`config.mk`:
```
export PLATFORM = sky130hd
export DESIGN_NAME = crank_missing_tooth_sync_decoder
export DESIGN_NICKNAME = d
export VERILOG_FILES = /design/src/cmtsd_pkg.sv /design/src/crank_missing_tooth_sync_decoder.sv
export SDC_FILE = /design/constraint.sdc
export NUM_CORES = 1
export LEC_CHECK = 0
export ABC_AREA = 1
export BUFFER_PORTS_ARGS = -buffer_cell sky130_fd_sc_hd__buf_4
export CORE_MARGIN = 8
export CORE_UTILIZATION = 45
export CTS_BUF_LIST = sky130_fd_sc_hd__clkbuf_16
export CTS_CLUSTER_SIZE = 28
export DETAILED_ROUTE_END_ITERATION = 16
export PLACE_DENSITY = 0.59
export SYNTH_ARGS = -nofsm -noshare
export SYNTH_HDL_FRONTEND = slang
export SYNTH_SLANG_ARGS = --single-unit
```
`constraint.sdc`:
```
create_clock -name i_clk -period 6.65 [get_ports i_clk]
set_input_delay 1.33 -clock i_clk [delete_from_list [all_inputs] [get_ports i_clk]]
set_output_delay 1.33 -clock i_clk [all_outputs]
set_load 0.005 [all_outputs]
```
`src/cmtsd_pkg.sv`:
```
// Shared constants for the 24-minus-2 crank tooth decoder.
package cmtsd_pkg;

    localparam int unsigned TIME_W  = 32;
    localparam int unsigned COUNT_W = 6;

    localparam logic [COUNT_W-1:0] ROLLOVER_COUNT = 6'd25;
    localparam logic [COUNT_W-1:0] GAP_CHECK_A    = 6'd15;
    localparam logic [COUNT_W-1:0] GAP_CHECK_B    = 6'd23;
    localparam logic [COUNT_W-1:0] LONG_TOOTH_A   = 6'd14;
    localparam logic [COUNT_W-1:0] LONG_TOOTH_B   = 6'd22;
    localparam logic [COUNT_W-1:0] SYNC_RUN       = 6'd15;
    localparam logic [COUNT_W-1:0] COUNT_MAX      = 6'd63;
    localparam logic [COUNT_W-1:0] TOOTH_ONE      = 6'd1;
    localparam logic [COUNT_W-1:0] TEETH_PER_REV  = 6'd24;

    localparam int unsigned IN_DATA_W  = 32;
    localparam int unsigned OUT_BITS   = 1 + COUNT_W + TIME_W + 1 + 1 + TIME_W + TIME_W;
    localparam int unsigned OUT_DATA_W = ((OUT_BITS + 7) / 8) * 8;

endpackage

```
`src/crank_missing_tooth_sync_decoder.sv`:
```
// Crank decoder for a 24-position wheel with two missing teeth.
// A result is offered once its edge request has passed the input register and then
// the result register, and is held there until it is taken.
// Throughput: one edge request per cycle while results are taken; the state update
// is combinational between the input register and the result register.
// Reset (i_rst_n low, synchronous): both stages empty, unsynced, all timing state zero.
module crank_missing_tooth_sync_decoder (
    input  logic                                i_clk,
    input  logic                                i_rst_n,
    input  logic                                i_s_tvalid,
    output logic                                o_s_tready,
    // [31:0] edge_time
    input  logic [cmtsd_pkg::IN_DATA_W-1:0]     i_s_tdata,
    output logic                                o_m_tvalid,
    input  logic                                i_m_tready,
    // [0] has_sync, [6:1] tooth_number, [38:7] tooth_gap, [39] sync_lost,
    // [40] revolution_valid, [72:41] revolution_time, [104:73] revolution_count,
    // [111:105] zero
    output logic [cmtsd_pkg::OUT_DATA_W-1:0]    o_m_tdata
);

    localparam int unsigned TW = cmtsd_pkg::TIME_W;
    localparam int unsigned CW = cmtsd_pkg::COUNT_W;

    // input stage
    logic          r_in_valid;
    logic [TW-1:0] r_edge_time;

    // decoder state
    logic [TW-1:0] r_last_edge_time, n_last_edge_time;
    logic [CW-1:0] r_tooth_counter, n_tooth_counter;
    logic [TW-1:0] r_reference_gap, n_reference_gap;
    logic          r_synced, n_synced;
    logic [TW-1:0] r_tooth_one_time, n_tooth_one_time;
    logic [TW-1:0] r_prev_tooth_one_time, n_prev_tooth_one_time;
    logic [TW-1:0] r_revolutions, n_revolutions;

    // result stage
    logic                               r_out_valid;
    logic [cmtsd_pkg::OUT_DATA_W-1:0]   r_out_data, n_out_data;

    logic          advance;
    logic [TW-1:0] gap;
    logic [TW-1:0] half_ref;
    logic [TW+1:0] gap_limit;
    logic          gap_small;
    logic [CW-1:0] count_inc;
    logic [TW-1:0] ref_x15;
    logic [TW-1:0] ref_x24;
    logic [TW-1:0] sync_tooth_one;
    logic          lost;
    logic          rev_valid;
    logic [TW-1:0] rev_time;

    assign advance    = r_in_valid && (!r_out_valid || i_m_tready);
    assign o_s_tready = !r_in_valid || advance;
    assign o_m_tvalid = r_out_valid;
    assign o_m_tdata  = r_out_data;

    assign gap       = r_edge_time - r_last_edge_time;
    assign half_ref  = {1'b0, r_reference_gap[TW-1:1]};
    // 1.5x reference at full width
    assign gap_limit = {2'b00, half_ref} + {1'b0, half_ref, 1'b0};
    assign gap_small = {2'b00, gap} < gap_limit;
    assign count_inc = r_tooth_counter + 1'b1;

    assign ref_x15        = {r_reference_gap[TW-5:0], 4'b0000} - r_reference_gap;
    assign ref_x24        = {r_reference_gap[TW-5:0], 4'b0000}
                          + {r_reference_gap[TW-4:0], 3'b000};
    assign sync_tooth_one = r_edge_time - ref_x15;

    always_comb begin
        n_last_edge_time      = r_edge_time;
        n_tooth_counter       = r_tooth_counter;
        n_reference_gap       = r_reference_gap;
        n_synced              = r_synced;
        n_tooth_one_time      = r_tooth_one_time;
        n_prev_tooth_one_time = r_prev_tooth_one_time;
        n_revolutions         = r_revolutions;
        lost                  = 1'b0;
        rev_valid             = 1'b0;
        rev_time              = '0;

        if (r_synced) begin
            n_tooth_counter = count_inc;
            if (count_inc == cmtsd_pkg::ROLLOVER_COUNT) begin
                n_tooth_counter       = cmtsd_pkg::TOOTH_ONE;
                n_prev_tooth_one_time = r_tooth_one_time;
                n_tooth_one_time      = r_edge_time;
                n_revolutions         = r_revolutions + 1'b1;
                rev_valid             = 1'b1;
                rev_time              = r_edge_time - r_tooth_one_time;
            end else if (count_inc == cmtsd_pkg::GAP_CHECK_B ||
                         count_inc == cmtsd_pkg::GAP_CHECK_A) begin
                // step over the missing position; drop sync if its gap is absent
                n_tooth_counter = count_inc + 1'b1;
                if (gap_small) begin
                    n_synced        = 1'b0;
                    n_tooth_counter = cmtsd_pkg::TOOTH_ONE;
                    lost            = 1'b1;
                end
            end else if (count_inc != cmtsd_pkg::LONG_TOOTH_A &&
                         count_inc != cmtsd_pkg::LONG_TOOTH_B) begin
                n_reference_gap = gap;
            end
        end else begin
            if (gap_small || r_reference_gap == '0) begin
                if (r_tooth_counter < cmtsd_pkg::COUNT_MAX) begin
                    n_tooth_counter = count_inc;
                end
                n_reference_gap = gap;
            end else if (r_tooth_counter == cmtsd_pkg::SYNC_RUN) begin
                n_synced              = 1'b1;
                n_tooth_counter       = cmtsd_pkg::SYNC_RUN + 1'b1;
                n_tooth_one_time      = sync_tooth_one;
                n_prev_tooth_one_time = sync_tooth_one - ref_x24;
            end else begin
                n_tooth_counter = cmtsd_pkg::TOOTH_ONE;
            end
        end

        n_out_data = {{(cmtsd_pkg::OUT_DATA_W - cmtsd_pkg::OUT_BITS){1'b0}},
                      n_revolutions, rev_time, rev_valid, lost, gap,
                      n_tooth_counter, n_synced};
    end

    always_ff @(posedge i_clk) begin
        if (!i_rst_n) begin
            r_in_valid <= 1'b0;
        end else if (o_s_tready) begin
            r_in_valid <= i_s_tvalid;
        end
    end

    always_ff @(posedge i_clk) begin
        if (i_s_tvalid && o_s_tready) begin
            r_edge_time <= i_s_tdata[TW-1:0];
        end
    end

    always_ff @(posedge i_clk) begin
        if (!i_rst_n) begin
            r_last_edge_time      <= '0;
            r_tooth_counter       <= '0;
            r_reference_gap       <= '0;
            r_synced              <= 1'b0;
            r_tooth_one_time      <= '0;
            r_prev_tooth_one_time <= '0;
            r_revolutions         <= '0;
        end else if (advance) begin
            r_last_edge_time      <= n_last_edge_time;
            r_tooth_counter       <= n_tooth_counter;
            r_reference_gap       <= n_reference_gap;
            r_synced              <= n_synced;
            r_tooth_one_time      <= n_tooth_one_time;
            r_prev_tooth_one_time <= n_prev_tooth_one_time;
            r_revolutions         <= n_revolutions;
        end
    end

    always_ff @(posedge i_clk) begin
        if (!i_rst_n) begin
            r_out_valid <= 1'b0;
        end else if (advance) begin
            r_out_valid <= 1'b1;
        end else if (i_m_tready) begin
            r_out_valid <= 1'b0;
        end
    end

    always_ff @(posedge i_clk) begin
        if (advance) begin
            r_out_data <= n_out_data;
        end
    end

    // synced tooth number stays within the wheel
    a_synced_tooth_range: assert property (@(posedge i_clk) disable iff (!i_rst_n)
        (r_synced && r_in_valid) |-> (r_tooth_counter >= cmtsd_pkg::TOOTH_ONE &&
                                      r_tooth_counter <= cmtsd_pkg::TEETH_PER_REV))
        else $error("synced tooth counter out of range");

    // a lost sync leaves the decoder unsynced at tooth one
    a_lost_drops_sync: assert property (@(posedge i_clk) disable iff (!i_rst_n)
        (advance && lost) |=> (!r_synced && r_tooth_counter == cmtsd_pkg::TOOTH_ONE))
        else $error("sync loss did not reset the decoder");

    // a revolution only completes while synced, landing on tooth one
    a_rev_on_tooth_one: assert property (@(posedge i_clk) disable iff (!i_rst_n)
        (advance && rev_valid) |=> (r_synced &&
                                    r_tooth_counter == cmtsd_pkg::TOOTH_ONE &&
                                    r_revolutions == $past(r_revolutions) + 1'b1))
        else $error("revolution reported away from tooth one");

    // state moves only when an edge is processed
    a_state_holds: assert property (@(posedge i_clk) disable iff (!i_rst_n)
        !advance |=> ($stable(r_tooth_counter) && $stable(r_synced) &&
                      $stable(r_last_edge_time)))
        else $error("decoder state changed without an edge");

endmodule
```
==> After elaboration in Yosys (flattened, before gate mapping) <==
Index checks and enable logic that the tools add are counted.
{ "classes": {"addsub": 8, "magnitude_cmp": 2, "eq_ne": 11, "mux": 28, "bitwise": 2, "reduce_logical": 17} }
{ "op_table": {"columns": ["cell", "count"], "rows": [
  ["two-way mux 32 bit", 11],
  ["subtractor 32 bit", 4],
  ["two-way mux 6 bit", 6],
  ["adder 31 x 32 -> 33 bit", 1],
  ["less-than comparator 32 x 33 -> 1 bit", 1],
  ["adder 32 x 1 -> 32 bit, second input constant", 1],
  ["logical NOT 32 bit", 1],
  ["adder 6 x 1 -> 6 bit, second input constant", 2],
  ["== test 6 x 4 -> 1 bit, second input constant", 2],
  ["== test 6 x 5 -> 1 bit, second input constant", 2],
  ["two-way mux 1 bit", 10],
  ["less-than comparator 6 bit, second input constant", 1],
  ["inequality test 2 bit, second input constant", 3],
  ["inequality test 6 x 4 -> 1 bit, second input constant", 1],
  ["inequality test 6 x 5 -> 1 bit, second input constant", 1],
  ["nonzero test 2 bit", 3],
  ["two-way mux 5 bit", 1],
  ["AND reduction 5 bit", 1],
  ["logical OR 1 bit", 4],
  ["inequality test 2 x 1 -> 1 bit, second input constant", 2],
  ["AND reduction 4 bit", 1],
  ["logical AND 1 bit", 3],
  ["OR reduction 3 bit", 1],
  ["logical NOT 1 bit", 2],
  ["other kinds (2)", 3]
]} }
{ "word_totals": {"ff_bits": 274, "output_inout_bits": 114, "elab_cells": 81} }

==> Logic depth before layout (Yosys ltp) <==
Gate-level depths: netlist of the first run.
{ "depth": {"ltp_word": 7, "mapped_depth": 32, "mapped_depth_nobuf": 32} }

==> Least setup slack after synthesis of the first run <==
Ideal clock, no wire load.
{ "synth_path": {"path_type": "in2reg", "from": "in i_m_tready", "to": "reg r_revolutions[21]", "arrival_ns": 5.148, "required_time_ns": 6.520, "setup_slack_ns": 1.371, "stages": 8, "path_buffers": 1, "cell_sequence": "inv_1 -> nand2_1 -> nand2_1 -> inv_1 -> clkbuf_1 -> nand2_1 -> o211ai_1 -> inv_1"} }
{ "synth_via": {"elab_chain_len": 2} }
{ "synth_rtl": {"columns": ["element", "line_no", "rtl"], "rows": [
  ["from (decl)", "crank_missing_tooth_sync_decoder.sv:15", "input logic i_m_tready,"],
  ["logical OR 1 bit", "crank_missing_tooth_sync_decoder.sv:55", "assign advance = r_in_valid && (!r_out_valid || i_m_tready);"],
  ["logical AND 1 bit", "crank_missing_tooth_sync_decoder.sv:55", null],
  ["via advance", "crank_missing_tooth_sync_decoder.sv:42", "logic advance;"],
  ["to (signal assigned)", "crank_missing_tooth_sync_decoder.sv:157", "r_revolutions <= n_revolutions;"],
  ["to (decl)", "crank_missing_tooth_sync_decoder.sv:36", "logic [TW-1:0] r_revolutions, n_revolutions;"]
]} }
The timed path passes the listed nets, and every way through them passes these cells.
A chain may end at the register's enable or synchronous reset.

==> Worst setup path after layout of the first run <==
{ "layout_path": {"from": "reg r_edge_time[0], in the netlist n_last_edge_time[0]", "to": "reg r_tooth_one_time[30]"} }
{ "layout_via": {"elab_chain_len": 5, "word_cells_on_any_way": 9} }
{ "layout_rtl": {"columns": ["element", "line_no", "rtl"], "rows": [
  ["from (decl)", "crank_missing_tooth_sync_decoder.sv:27", "logic [TW-1:0] r_edge_time;"],
  ["from (signal assigned)", "crank_missing_tooth_sync_decoder.sv:137", "r_edge_time <= i_s_tdata[TW-1:0];"],
  ["subtractor 32 bit", "crank_missing_tooth_sync_decoder.sv:60", "assign gap = r_edge_time - r_last_edge_time;"],
  ["via gap[10]", "crank_missing_tooth_sync_decoder.sv:43", "logic [TW-1:0] gap;"],
  ["less-than comparator 32 x 33 -> 1 bit", "crank_missing_tooth_sync_decoder.sv:64", "assign gap_small = {2'b00, gap} < gap_limit;"],
  ["logical OR 1 bit", "crank_missing_tooth_sync_decoder.sv:107", "if (gap_small || r_reference_gap == '0) begin"],
  ["inequality test 2 bit (no line)", null, null],
  ["AND reduction 4 bit (no line)", null, null],
  ["to (signal assigned)", "crank_missing_tooth_sync_decoder.sv:155", "r_tooth_one_time <= n_tooth_one_time;"],
  ["to (decl)", "crank_missing_tooth_sync_decoder.sv:34", "logic [TW-1:0] r_tooth_one_time, n_tooth_one_time;"]
]} }
The timed path passes the listed nets, and every way through them passes these cells. The select of a mux whose other input is x is not followed.

==> metrics.md, run 1 <==
| Metric | Value |
|---|---|
| Unique masters post-synth | 60 |
| Final Hold Violating Endpoints | 0 |
| Vias in the first global route | 17,880 |
| Die area | 52,730 um2 |
| Category of the worst setup path capture point | flop |
| Routed length per placed instance | between 15 and 20 um |
| WS Path Type | flop to flop |
| Synth area leader | edfxtp_1 |
| Crit path launch type | flop |
| Height of the die | 229.6 um |
| Reg2reg start | n_last_edge_time[0] |
| Hold/Removal Path Class | flop to flop |
| Unrepaired setup endpoints after global routing | no |
| Clock insertion delay at the later pin of the skew report | 0.56 ns |
| Post_cts resized | 0 |
| Layout Nets | 3,136 |
| Iteration-0 DRC count of the detailed router | between 1,000 and 1,500 |
| First-pass GRT wire length | 99,600 um |
| Detailed placer's ending HPWL | 50,450 um |
| Rows | 78 |
| Fmax achieved | approximately 180 MHz |
| Slew Limit Headroom | 0.3087 |
| Result of the run | finished, final reports clean |
| Maximum number of pins on one net before global-route repair | 100 |
| Cell at the root of the clock tree | clkbuf_16 |
| Area overhead of the layout relative to synthesis | 13.28% |
| Clock transition time at the flip-flop clock pins of the worst setup and hold paths | 0.06 ns |
| Post-layout min period | around 5.6 ns |
| Maximum vdd drop | around 0.00022 V |
| Number of enable flip-flop cells after synthesis | 137 |
| HP Start | r_last_edge_time[16] |
| Switching pwr | 0.002956 W |
| Global routing met1 resource utilization | 0.2899 |
| RD Place Congestion | 0.9405 |
| DRT Wirelength | between 60,000 and 70,000 um |
| Number of buffers between clock root and the deepest sink | 3 |
| Proportion of layout cells with a drive suffix above 1 | 0.09561 |
| Total power density per cell area | 305.9 nW/um2 |
| Reported max-cap violation count | 0 |
| FFs w/ async S/R, synth | 0 |
| Part of the Yosys area used for sequential elements | 0.3339 |
| Floorplan Core Area | ~45,000 um2 |
| H-tree Lvls | 2 |
| Most prevalent standard cell on the critical path | nand2_1 |
| Starting density of the core | 0.4545 |
| Post-route clock skew | around 0.014 ns |
| Placement Cell Area | ~22,000 um2 |
| Met3 track utilization from global routing | 0.03300 |
| Internal power of the cells | 0.004161 W |
| Clk network pwr share | 0.278 |
| Tot GR Track Use | 0.2370 |
| Predominant post-synthesis flop cell | edfxtp_1 |
| Total area of multi-input combinational cells | approximately 11,000 um2 |
| Mean Syn Cell Area | 7.424 um2 |
| Net switching share of the total power | 0.4153 |
| Lkg Pwr | approximately 11 nW |
| Area of all placed cells without fillers | between 20,000 and 25,000 um2 |
| Fraction of the cycle the final worst path needs | 0.8460 |
| Number of I/O port buffers | between 100 and 150 |
| Sequential standard cell area | 6857 um2 |
| Total vias in the final route | 18,510 |
| Measured slew at the worst slew-check pin | 1.037 ns |
| X dimension of the die | 229.6 um |
| Antenna diodes | 0 |
| Number of synthesized register bits | 274 |
| Register-to-Register Setup Slack | 1.02 ns |
| Fill cell count | between 4,000 and 5,000 |
| Post-synthesis instance total | 2,766 |
| Inserted Clock Buffers | 36 |
| First-pass iteration count of the detailed router | 5 |
| Critical path required time | 7.05 ns |
| Post-route setup TNS | 0 ns |
| Hold-critical path depth | 2 |
| Sequential Power Share | 0.290 |
| Io pins | 150 |
| Grt met2 use | 0.4122 |
| Slowest cell on crit path | a21boi_0 |
| TritonCTS clock tree | built |
| Leftover overflow at the end of global routing | 0 |
| Synthesis warning total | 0 |
| Final number of setup-violating endpoints | 0 |
| Final max-slew violation count | 0 |
| Largest stage delay, worst path | 0.62 ns |
| Terminus of the critical flop-to-flop path | r_tooth_one_time[30] |
| Count of hold buffers inserted by post-cts repair | 0 |
| Data arrival at the endpoint of the critical path | 6.03 ns |
| Clock net sink count | 274 |
| Area share of the largest cell type after synthesis | 0.2003 |
| Hold EP | r_last_edge_time[16] |
| Antenna violations before repair | 0 |
| Post-synthesis instance area | slightly above 20,000 um2 |
| Peak fanout along the critical path | 50 |
| Number of vias per cell | 5.262 |
| DRC violations left | 0 |
| Top cells by area in the synthesized netlist | edfxtp_1, dfxtp_1, ha_1, nand2_1, inv_1 |
| Part of the total power dissipated in combinational logic | 0.432 |
| Final ANT Viol Nets | 0 |
| Post-CTS Setup Inserts | 0 |
| Count of cells along the worst register-to-register path | 29 |
| Top Usage Layer GRT | met2 |
## worst max-delay path: cells and delay by family (launching register included)
| family | cells | cell delay (ns) |
|---|---|---|
| simple gates | 17 | 2.39 |
| compound gates | 4 | 1.17 |
| fa+ha+maj | 3 | 0.84 |
| flops | 1 | 0.40 |
| buf+inv | 4 | 0.34 |
| xor+xnor | 1 | 0.30 |
## synthesized netlist by cell type, drive strengths merged (2+ instances only)
cell type and n:
nand2 527, inv 508, a21oi 300, nor2 237, o21ai 185, ha 179, nand3 157, dfxtp 137
edfxtp 137, xor2 78, clkbuf 39, nor3 38, buf 31, fa 30, nand4 30, xnor2 29
or2 18, a21o 17, o21bai 15, nand3b 13, o211ai 9, nor4 8, a21boi 7, a31oi 6
o21a 6, a221oi 3, a31o 3, o22ai 3, and2 2, nor3b 2, o211a 2, o221ai 2
o31ai 2
## worst max-delay path by stage
stage / startpoint / end / cells after the start / slack (ns)
2_1_floorplan: i_m_tready / r_revolutions[21] / 8 / 1.37
5_1_grt: n_last_edge_time[0] / r_tooth_one_time[16] / 29 / 0.59
3_5_place_dp: n_last_edge_time[0] / r_tooth_one_time[18] / 29 / 1.16
6_report: n_last_edge_time[0] / r_tooth_one_time[30] / 29 / 1.02
4_1_cts: n_last_edge_time[0] / r_tooth_one_time[22] / 30 / 1.13
3_3_place_gp: n_last_edge_time[0] / r_tooth_one_time[22] / 30 / 1.23
## cell families (layout without fill, tap and decap cells)
logic type	after synthesis	count (layout)	share of synthesized area
and+or+nand+nor	1033	1033	0.2200
buffers and inverters	579	725	0.1115
AOI/OAI and AO/OA	563	563	0.1501
DFF	274	274	0.3339
adders and majority gates	209	209	0.1383
xor gates and xnor gates	107	107	0.04600
other	1	7	0.0001826
## layout by cell type (no fill, tap or decap), types with 28 or more instances in the layout
cell | netlist | layout
dfxtp_1 | 137 | 137
inv_1 | 500 | 512
ha_1 | 179 | 179
clkbuf_16 | 0 | 38
nor3_1 | 36 | 36
nand3_1 | 150 | 150
nand4_1 | 30 | 30
xor2_1 | 78 | 78
nand2_1 | 511 | 510
edfxtp_1 | 137 | 137
xnor2_1 | 28 | 28
nor2_1 | 230 | 230
fa_1 | 30 | 30
o21ai_0 | 175 | 175
a21oi_1 | 286 | 286
buf_4 | 14 | 151
## stage by stage
step	setup slack (ns)	hold WS, ns	utilization	total power [W]	cells
6_report	1.024	0.4600	0.5148	0.007117	3518
5_1_grt	0.5862	0.4772	0.5148	0.007611	3518
4_1_cts	1.130	0.4616	0.5148	0.007138	3518
3_5_place_dp	1.163	0.4532	0.4885	0.005121	3453
3_3_place_gp	1.228	0.4446	0.4885	0.005099	3453
2_1_floorplan	1.371	0.4353	-	0.004225	2772
## layout make-up
type,count,area share
clock inverters,27,0.01022
repair buffers,151,0.04873
multi-input cells,1919,0.4909
clock buffers,38,0.04088
inverters,509,0.08224
flip-flops and latches,274,0.2948
well taps,600,0.03227
## per-layer routing
layer	vias up	routed length (um)
li1	9263	-
met2	510	30950
met5	-	0
met3	123	3167
met1	8615	27190
met4	0	2582
## power groups by stage
| stage | combinational (W) | sequential, W | clock (W) |
|---|---|---|---|
| CTS | 0.00304 | 0.00207 | 0.00203 |
| finish | 0.00307 | 0.00206 | 0.00198 |
| floorplan | 0.00217 | 0.00205 | 0 |
| global route | 0.00344 | 0.00208 | 0.00208 |
| global placement | 0.00300 | 0.00210 | 0 |
| detailed placement | 0.00302 | 0.00210 | 0 |
## state kept, by name (all words and copies together), names as in the netlist
signal,flops
n_last_edge_time,32
r_reference_gap,32
r_in_valid,1
r_revolutions,32
r_tooth_one_time,32
o_m_tvalid,1
r_synced,1
o_m_tdata,105
r_last_edge_time,32
r_tooth_counter,6
No activity file was read; power rests on OpenSTA's default activity.
==> run 2, diff against run 1 <==
- PLACE_DENSITY: 0.59 -> 0.62
- clock period: 6.65 -> 5.1 ns (I/O delays scaled with it)
==> run 2 against run 1 <==
Clock skew is 0.012 ns higher. Register-to-register slack got worse by 0.61 ns. Die area is the same. Power rose by 31%. Final cell count is 1.2% higher. Combinational power grew 33%. Global-route usage up 0.16 points. Critical path depth decreased by 5. Clock-buffer cell count is 1 lower. Clock power grew 31%. Non-clock buffer count increased by 41. Sequential power up 29%. Largest cell class unchanged.
==> metrics.md, run 2 (synthesis results as in run 1) <==
| Metric | Value |
|---|---|
| Reported max-cap violation count | 0 |
| Number of buffers between clock root and the deepest sink | 3 |
| Lkg Pwr | between 10 and 15 nW |
| Cell at the root of the clock tree | clkbuf_16 |
| H-tree Lvls | 2 |
| Hold/Removal Path Class | flop to flop |
| DRT Wirelength | ~65,000 um |
| Peak fanout along the critical path | 28 |
| Number of I/O port buffers | ~140 |
| Final ANT Viol Nets | 0 |
| Layout Nets | 3,177 |
| Total vias in the final route | 18,760 |
| Post-layout min period | 4.685 ns |
| Post-route clock skew | around 0.026 ns |
| Unrepaired setup endpoints after global routing | no |
| Leftover overflow at the end of global routing | 0 |
| Count of cells along the worst register-to-register path | 24 |
| Clock net sink count | around 270 |
| Detailed placer's ending HPWL | 51,410 um |
| Number of flip-flops under the largest register name | between 100 and 150 |
| Count of hold buffers inserted by post-cts repair | 0 |
| Slew Limit Headroom | 0.3281 |
| Clock transition time at the flip-flop clock pins of the worst setup and hold paths | roughly 0.06 ns |
| First-pass iteration count of the detailed router | 6 |
| Total power density per cell area | 395.5 nW/um2 |
| DRC violations left | 0 |
| Proportion of layout cells with a drive suffix above 1 | 0.1092 |
| Post-Place Setup Slack | 0.2739 ns |
| WS Path Type | flop to flop |
| TritonCTS clock tree | built |
| Reg2reg start | n_last_edge_time[2] |
| Fill cell count | 4,410 |
| Io pins | 150 |
| Height of the die | 229.6 um |
| Worst setup endpoint | r_reference_gap[29] |
| Final number of setup-violating endpoints | 0 |
| Register-to-Register Setup Slack | roughly 0.42 ns |
| Maximum vdd drop | 0.0002225 V |
| Critical path required time | 5.58 ns |
| RD Place Congestion | 0.9721 |
| Tot GR Track Use | 0.2385 |
| Rows | 78 |
| Total area of multi-input combinational cells | 11,430 um2 |
| First-pass GRT wire length | 100,500 um |
| Number of vias per cell | 5.272 |
| Core occupancy in the finished layout | 0.5223 |
| Worst setup startpoint | n_last_edge_time[2] |
| Final max-slew violation count | 0 |
| Leading cell types in the layout, fill and taps excluded | nand2_1, inv_1, a21oi_1 |
| Category of the worst setup path capture point | flop |
| Floorplan Core Area | 45,190 um2 |
| Fmax achieved | 213.5 MHz |
| Total instance count after detailed placement | 3,494 |
| Post-route setup TNS | 0 ns |
| Inserted Clock Buffers | 35 |
| Vias in the first global route | between 15,000 and 20,000 |
| Clock insertion delay at the later pin of the skew report | 0.56 ns |
| Data arrival at the endpoint of the critical path | 5.17 ns |
| Total chip power | 0.009334 W |
| Maximum number of pins on one net before global-route repair | 98 |
| Measured slew at the worst slew-check pin | about 1.0 ns |
| Iteration-0 DRC count of the detailed router | 1,479 |
| Most common cell after layout, fill and taps aside | nand2_1 |
| Crit path launch type | flop |
| Antenna violations before repair | 0 |
| Antenna diodes | 0 |
| Starting density of the core | 0.4545 |
| Die area | 52,730 um2 |
| Worst Slack Setup Final | just over 0.4 ns |
| X dimension of the die | 229.6 um |
| Number of standard cells in the layout, taps in and fillers out | 3,559 |
| Post-CTS Setup Inserts | 0 |
| Result of the run | finished, final reports clean |
| Fraction of the cycle the final worst path needs | 0.9186 |
| Area overhead of the layout relative to synthesis | 14.93% |
| Sequential standard cell area | 6857 um2 |
| Final Hold Violating Endpoints | 0 |
| Terminus of the critical flop-to-flop path | r_reference_gap[29] |
| Routed length per placed instance | 18.24 um |
run 2: cell types whose count changed in the layout (fill, tap and decap cells not counted), sizes merged:
cell	previous run	this run
inv	523	515
buf	151	192
bufinv	4	5
clkbuf	38	37
clkinv	9	14
clkinvlp	0	2
nand2	527	528
run 2: repair_timing:
action / 4_1_cts / 5_1_grt
gates resized for setup: 0 / 2
setup endpoints to repair: 0 / 68
endpoints found under the hold margin: 0 / 0
run 2: worst max-delay path, cell delays in order (launching register included):
cell	delay (ns)
edfxtp_1	0.50
ha_1	0.38
a21oi_1	0.18
nand2_1	0.10
a21oi_1	0.36
o21bai_1	0.29
nand2_1	0.12
nand2_1	0.13
a21oi_1	0.19
xor2_1	0.34
inv_1	0.12
ha_1	0.31
nand2_1	0.09
o21ai_0	0.11
a21oi_1	0.14
nand2_1	0.08
nand3_2	0.10
nand2_4	0.11
nand2_4	0.13
nand2_4	0.12
nand2_8	0.23
nand2_4	0.13
nand2_1	0.12
nand2_1	0.05
nor2_1	0.13
run 2: final cells by class:
class	count	share of cell area
repair buffers	192	0.06160
multi-input cells	1920	0.4845
clock buffers	37	0.03923
flip-flops and latches	274	0.2905
inverters	509	0.08106
well taps	600	0.03181
clock inverters	27	0.01129
run 2: worst min-delay path by stage:
stage,end,depth (start not counted),slack (ns),start
after floorplan,r_last_edge_time[10],2,0.44,r_last_edge_time[10]
after global placement,r_last_edge_time[19],2,0.45,r_last_edge_time[19]
after detailed placement,r_last_edge_time[30],2,0.45,r_last_edge_time[30]
after CTS,r_last_edge_time[24],2,0.46,r_last_edge_time[24]
after global routing,r_last_edge_time[30],2,0.47,r_last_edge_time[30]
final,r_last_edge_time[21],2,0.46,r_last_edge_time[21]
run 2: stage by stage:
step	cell area, um2	hold slack [ns]
2_1_floorplan	20560	0.4353
3_3_place_gp	22390	0.4472
3_5_place_dp	22390	0.4537
4_1_cts	23590	0.4628
5_1_grt	23600	0.4695
6_report	23600	0.4600
run 2: power by group:
part / switching, W / total [W] / internal [W] / leakage (nW)
clock network: 0.00102 / 0.00259 / 0.00157 / 0.599
registers: 0.000141 / 0.00265 / 0.00251 / 2.42
logic: 0.00268 / 0.00409 / 0.00141 / 7.94
total: 0.00384 / 0.00933 / 0.00549 / 11.0
run 2: per-layer routing:
layer  vias up  GRT usage  part of all wire
met3       125    0.02608             0.050
met1      8743     0.2965              0.42
met4         0     0.1004             0.041
met5         -          0                 0
met2       564     0.4155              0.49
li1       9332          -                 -
==> run 3, diff against run 2 <==
==> constraint.sdc (replaced) <==
create_clock -name i_clk -period 5.1 [get_ports i_clk]
set_input_delay 0 -clock i_clk [delete_from_list [all_inputs] [get_ports i_clk]]
set_output_delay 0 -clock i_clk [all_outputs]
set_load 0.005 [all_outputs]
==> run 3 against run 2 <==
Worst hold slack got worse by 0.32 ns. First-iteration DRC count barely moved. Critical path type unchanged. Wire length fell by 1.2%. Design area rose by 1.3%. Clock power fell by 5%. Largest power group unchanged. Sequential share of layout area fell by 0.37 points. Critical path depth rose by 6. Setup slack got worse by 0.091 ns. Highest routed layer unchanged. Largest cell class unchanged. Fmax fell by 1.9%.
==> metrics.md, run 3 (synthesis results as in run 1) <==
| Metric | Value |
|---|---|
| X dimension of the die | 229.6 um |
| Inserted Clock Buffers | 36 |
| Fmax achieved | 209.4 MHz |
| Peak fanout along the critical path | 55 |
| Crit path launch type | flop |
| Post-route clock skew | 0.01583 ns |
| Antenna diodes | 0 |
| Slowest cell on crit path | edfxtp_1 |
| Data arrival at the endpoint of the critical path | 5.22 ns |
| Cell at the root of the clock tree | clkbuf_16 |
| Iteration-0 DRC count of the detailed router | 1,478 |
| TritonCTS clock tree | built |
| DRT Wirelength | around 64,000 um |
| Critical path required time | 5.54 ns |
| Reported max-cap violation count | 0 |
| Vias in the first global route | about 18,000 |
| Total vias in the final route | 18,860 |
| Post-CTS Setup Inserts | 0 |
| Antenna violations before repair | 0 |
| Total instance count after detailed placement | 3,495 |
| Fill cell count | 4,432 |
| Final ANT Viol Nets | 0 |
| Leading cell types in the layout, fill and taps excluded | nand2_1, inv_1, a21oi_1 |
| Number of I/O port buffers | 142 |
| Lkg Pwr | 11.08 nW |
| Number of buffers between clock root and the deepest sink | 3 |
| Area overhead of the layout relative to synthesis | 16.40% |
| Routed length per placed instance | 17.85 um |
| Maximum number of pins on one net before global-route repair | 107 |
| Most prevalent standard cell on the critical path | nand2_1 |
| Height of the die | 229.6 um |
| Category of the worst setup path capture point | flop |
| Fraction of the cycle the final worst path needs | 0.9364 |
| Layout Nets | approximately 3,200 |
| Floorplan Core Area | 45,190 um2 |
| Rows | 78 |
| Clock insertion delay at the later pin of the skew report | 0.55 ns |
| Number of standard cells in the layout, taps in and fillers out | 3,594 |
| Clock transition time at the flip-flop clock pins of the worst setup and hold paths | roughly 0.060 ns |
| Hold Worst Slack | 0.1399 ns |
| Proportion of layout cells with a drive suffix above 1 | 0.1082 |
| Clock net sink count | 274 |
| Leftover overflow at the end of global routing | 0 |
| Measured slew at the worst slew-check pin | 1.028 ns |
| Result of the run | finished, final reports clean |
| Total power density per cell area | 384.7 nW/um2 |
| Maximum vdd drop | 0.0002346 V |
| WS Path Type | flop to flop |
| Starting density of the core | 0.4545 |
| Die area | 52,730 um2 |
| Most common cell after layout, fill and taps aside | nand2_1 |
| Final Hold Violating Endpoints | 0 |
| Final max-slew violation count | 0 |
| First-pass iteration count of the detailed router | 5 |
| DRC violations left | 0 |
| Hold/Removal Path Class | primary input to flop |
| Detailed placer's ending HPWL | 50,990 um |
| Largest stage delay, worst path | 0.39 ns |
| H-tree Lvls | 2 |
| Tot GR Track Use | 0.2380 |
| Post-route setup TNS | 0 ns |
| Slew Limit Headroom | 0.3143 |
| Number of vias per cell | 5.248 |
| Post-layout min period | approximately 4.8 ns |
| Io pins | 150 |
| RD Place Congestion | 0.9609 |
| Number of flip-flops under the largest register name | 105 |
| Final number of setup-violating endpoints | 0 |
| First-pass GRT wire length | 100,500 um |
## run 3: path summary, 6_finish.rpt
| path | startpoint | endpoint | slack (ns) | cells after the start |
|---|---|---|---|---|
| worst max-delay path | n_last_edge_time[0] | r_reference_gap[25] | 0.32 | 30 |
| worst min-delay path | i_rst_n | r_reference_gap[5] | 0.14 | 3 |
| worst max register to register | n_last_edge_time[0] | r_reference_gap[25] | 0.32 | 30 |
| worst min register to register | r_last_edge_time[19] | r_last_edge_time[19] | 0.46 | 2 |
## run 3: critical path: cells and delay by family, from the launching register on
kind	cells	cell delay, ns
compound gates	3	0.61
xor+xnor	1	0.31
fa+ha+maj	3	0.84
buf+inv	5	0.39
flops	1	0.39
simple gates	18	2.10
## run 3: layer usage
layer  wire length [um]  vias to the layer above  GRT usage
met1              27140                     8794     0.2899
met5                  0                        -          0
met2              31310                      525     0.4176
met4               2616                        0    0.09584
li1                   -                     9419          -
met3               3090                      125    0.03412
## run 3: layout make-up
class | instances | area, um2 | area share
multi-input cells | 1919 | 11430 | 0.4781
flip-flops and latches | 274 | 6857 | 0.2869
inverters | 509 | 1913 | 0.08004
repair buffers | 229 | 1822 | 0.07621
clock buffers | 37 | 925.9 | 0.03874
well taps | 600 | 750.7 | 0.03141
clock inverters | 26 | 207.7 | 0.008689
## run 3: power by group
group / switching, W / total [W] / internal, W
registers: 0.000135 / 0.00265 / 0.00251
clock network: 0.000997 / 0.00246 / 0.00147
logic: 0.00266 / 0.00408 / 0.00142
total: 0.00379 / 0.00919 / 0.00540
## run 3: through the flow
stage	total power [W]	utilization	setup WS (ns)	cell area (um2)
3_3_place_gp	0.006651	0.4958	0.5267	22400
6_report	0.009194	0.5290	0.3244	23900
4_1_cts	0.009218	0.5288	0.3435	23900
5_1_grt	0.009862	0.5290	-0.02159	23900
2_1_floorplan	0.005508	-	0.8539	20560
3_5_place_dp	0.006696	0.4958	0.3795	22400
## run 3: what timing repair did
action / in CTS / in global routing
endpoints found under the hold margin: 34 / 0
gates resized for setup: 0 / 1
endpoints found under the setup margin: 0 / 16
hold buffers: 36 / 0
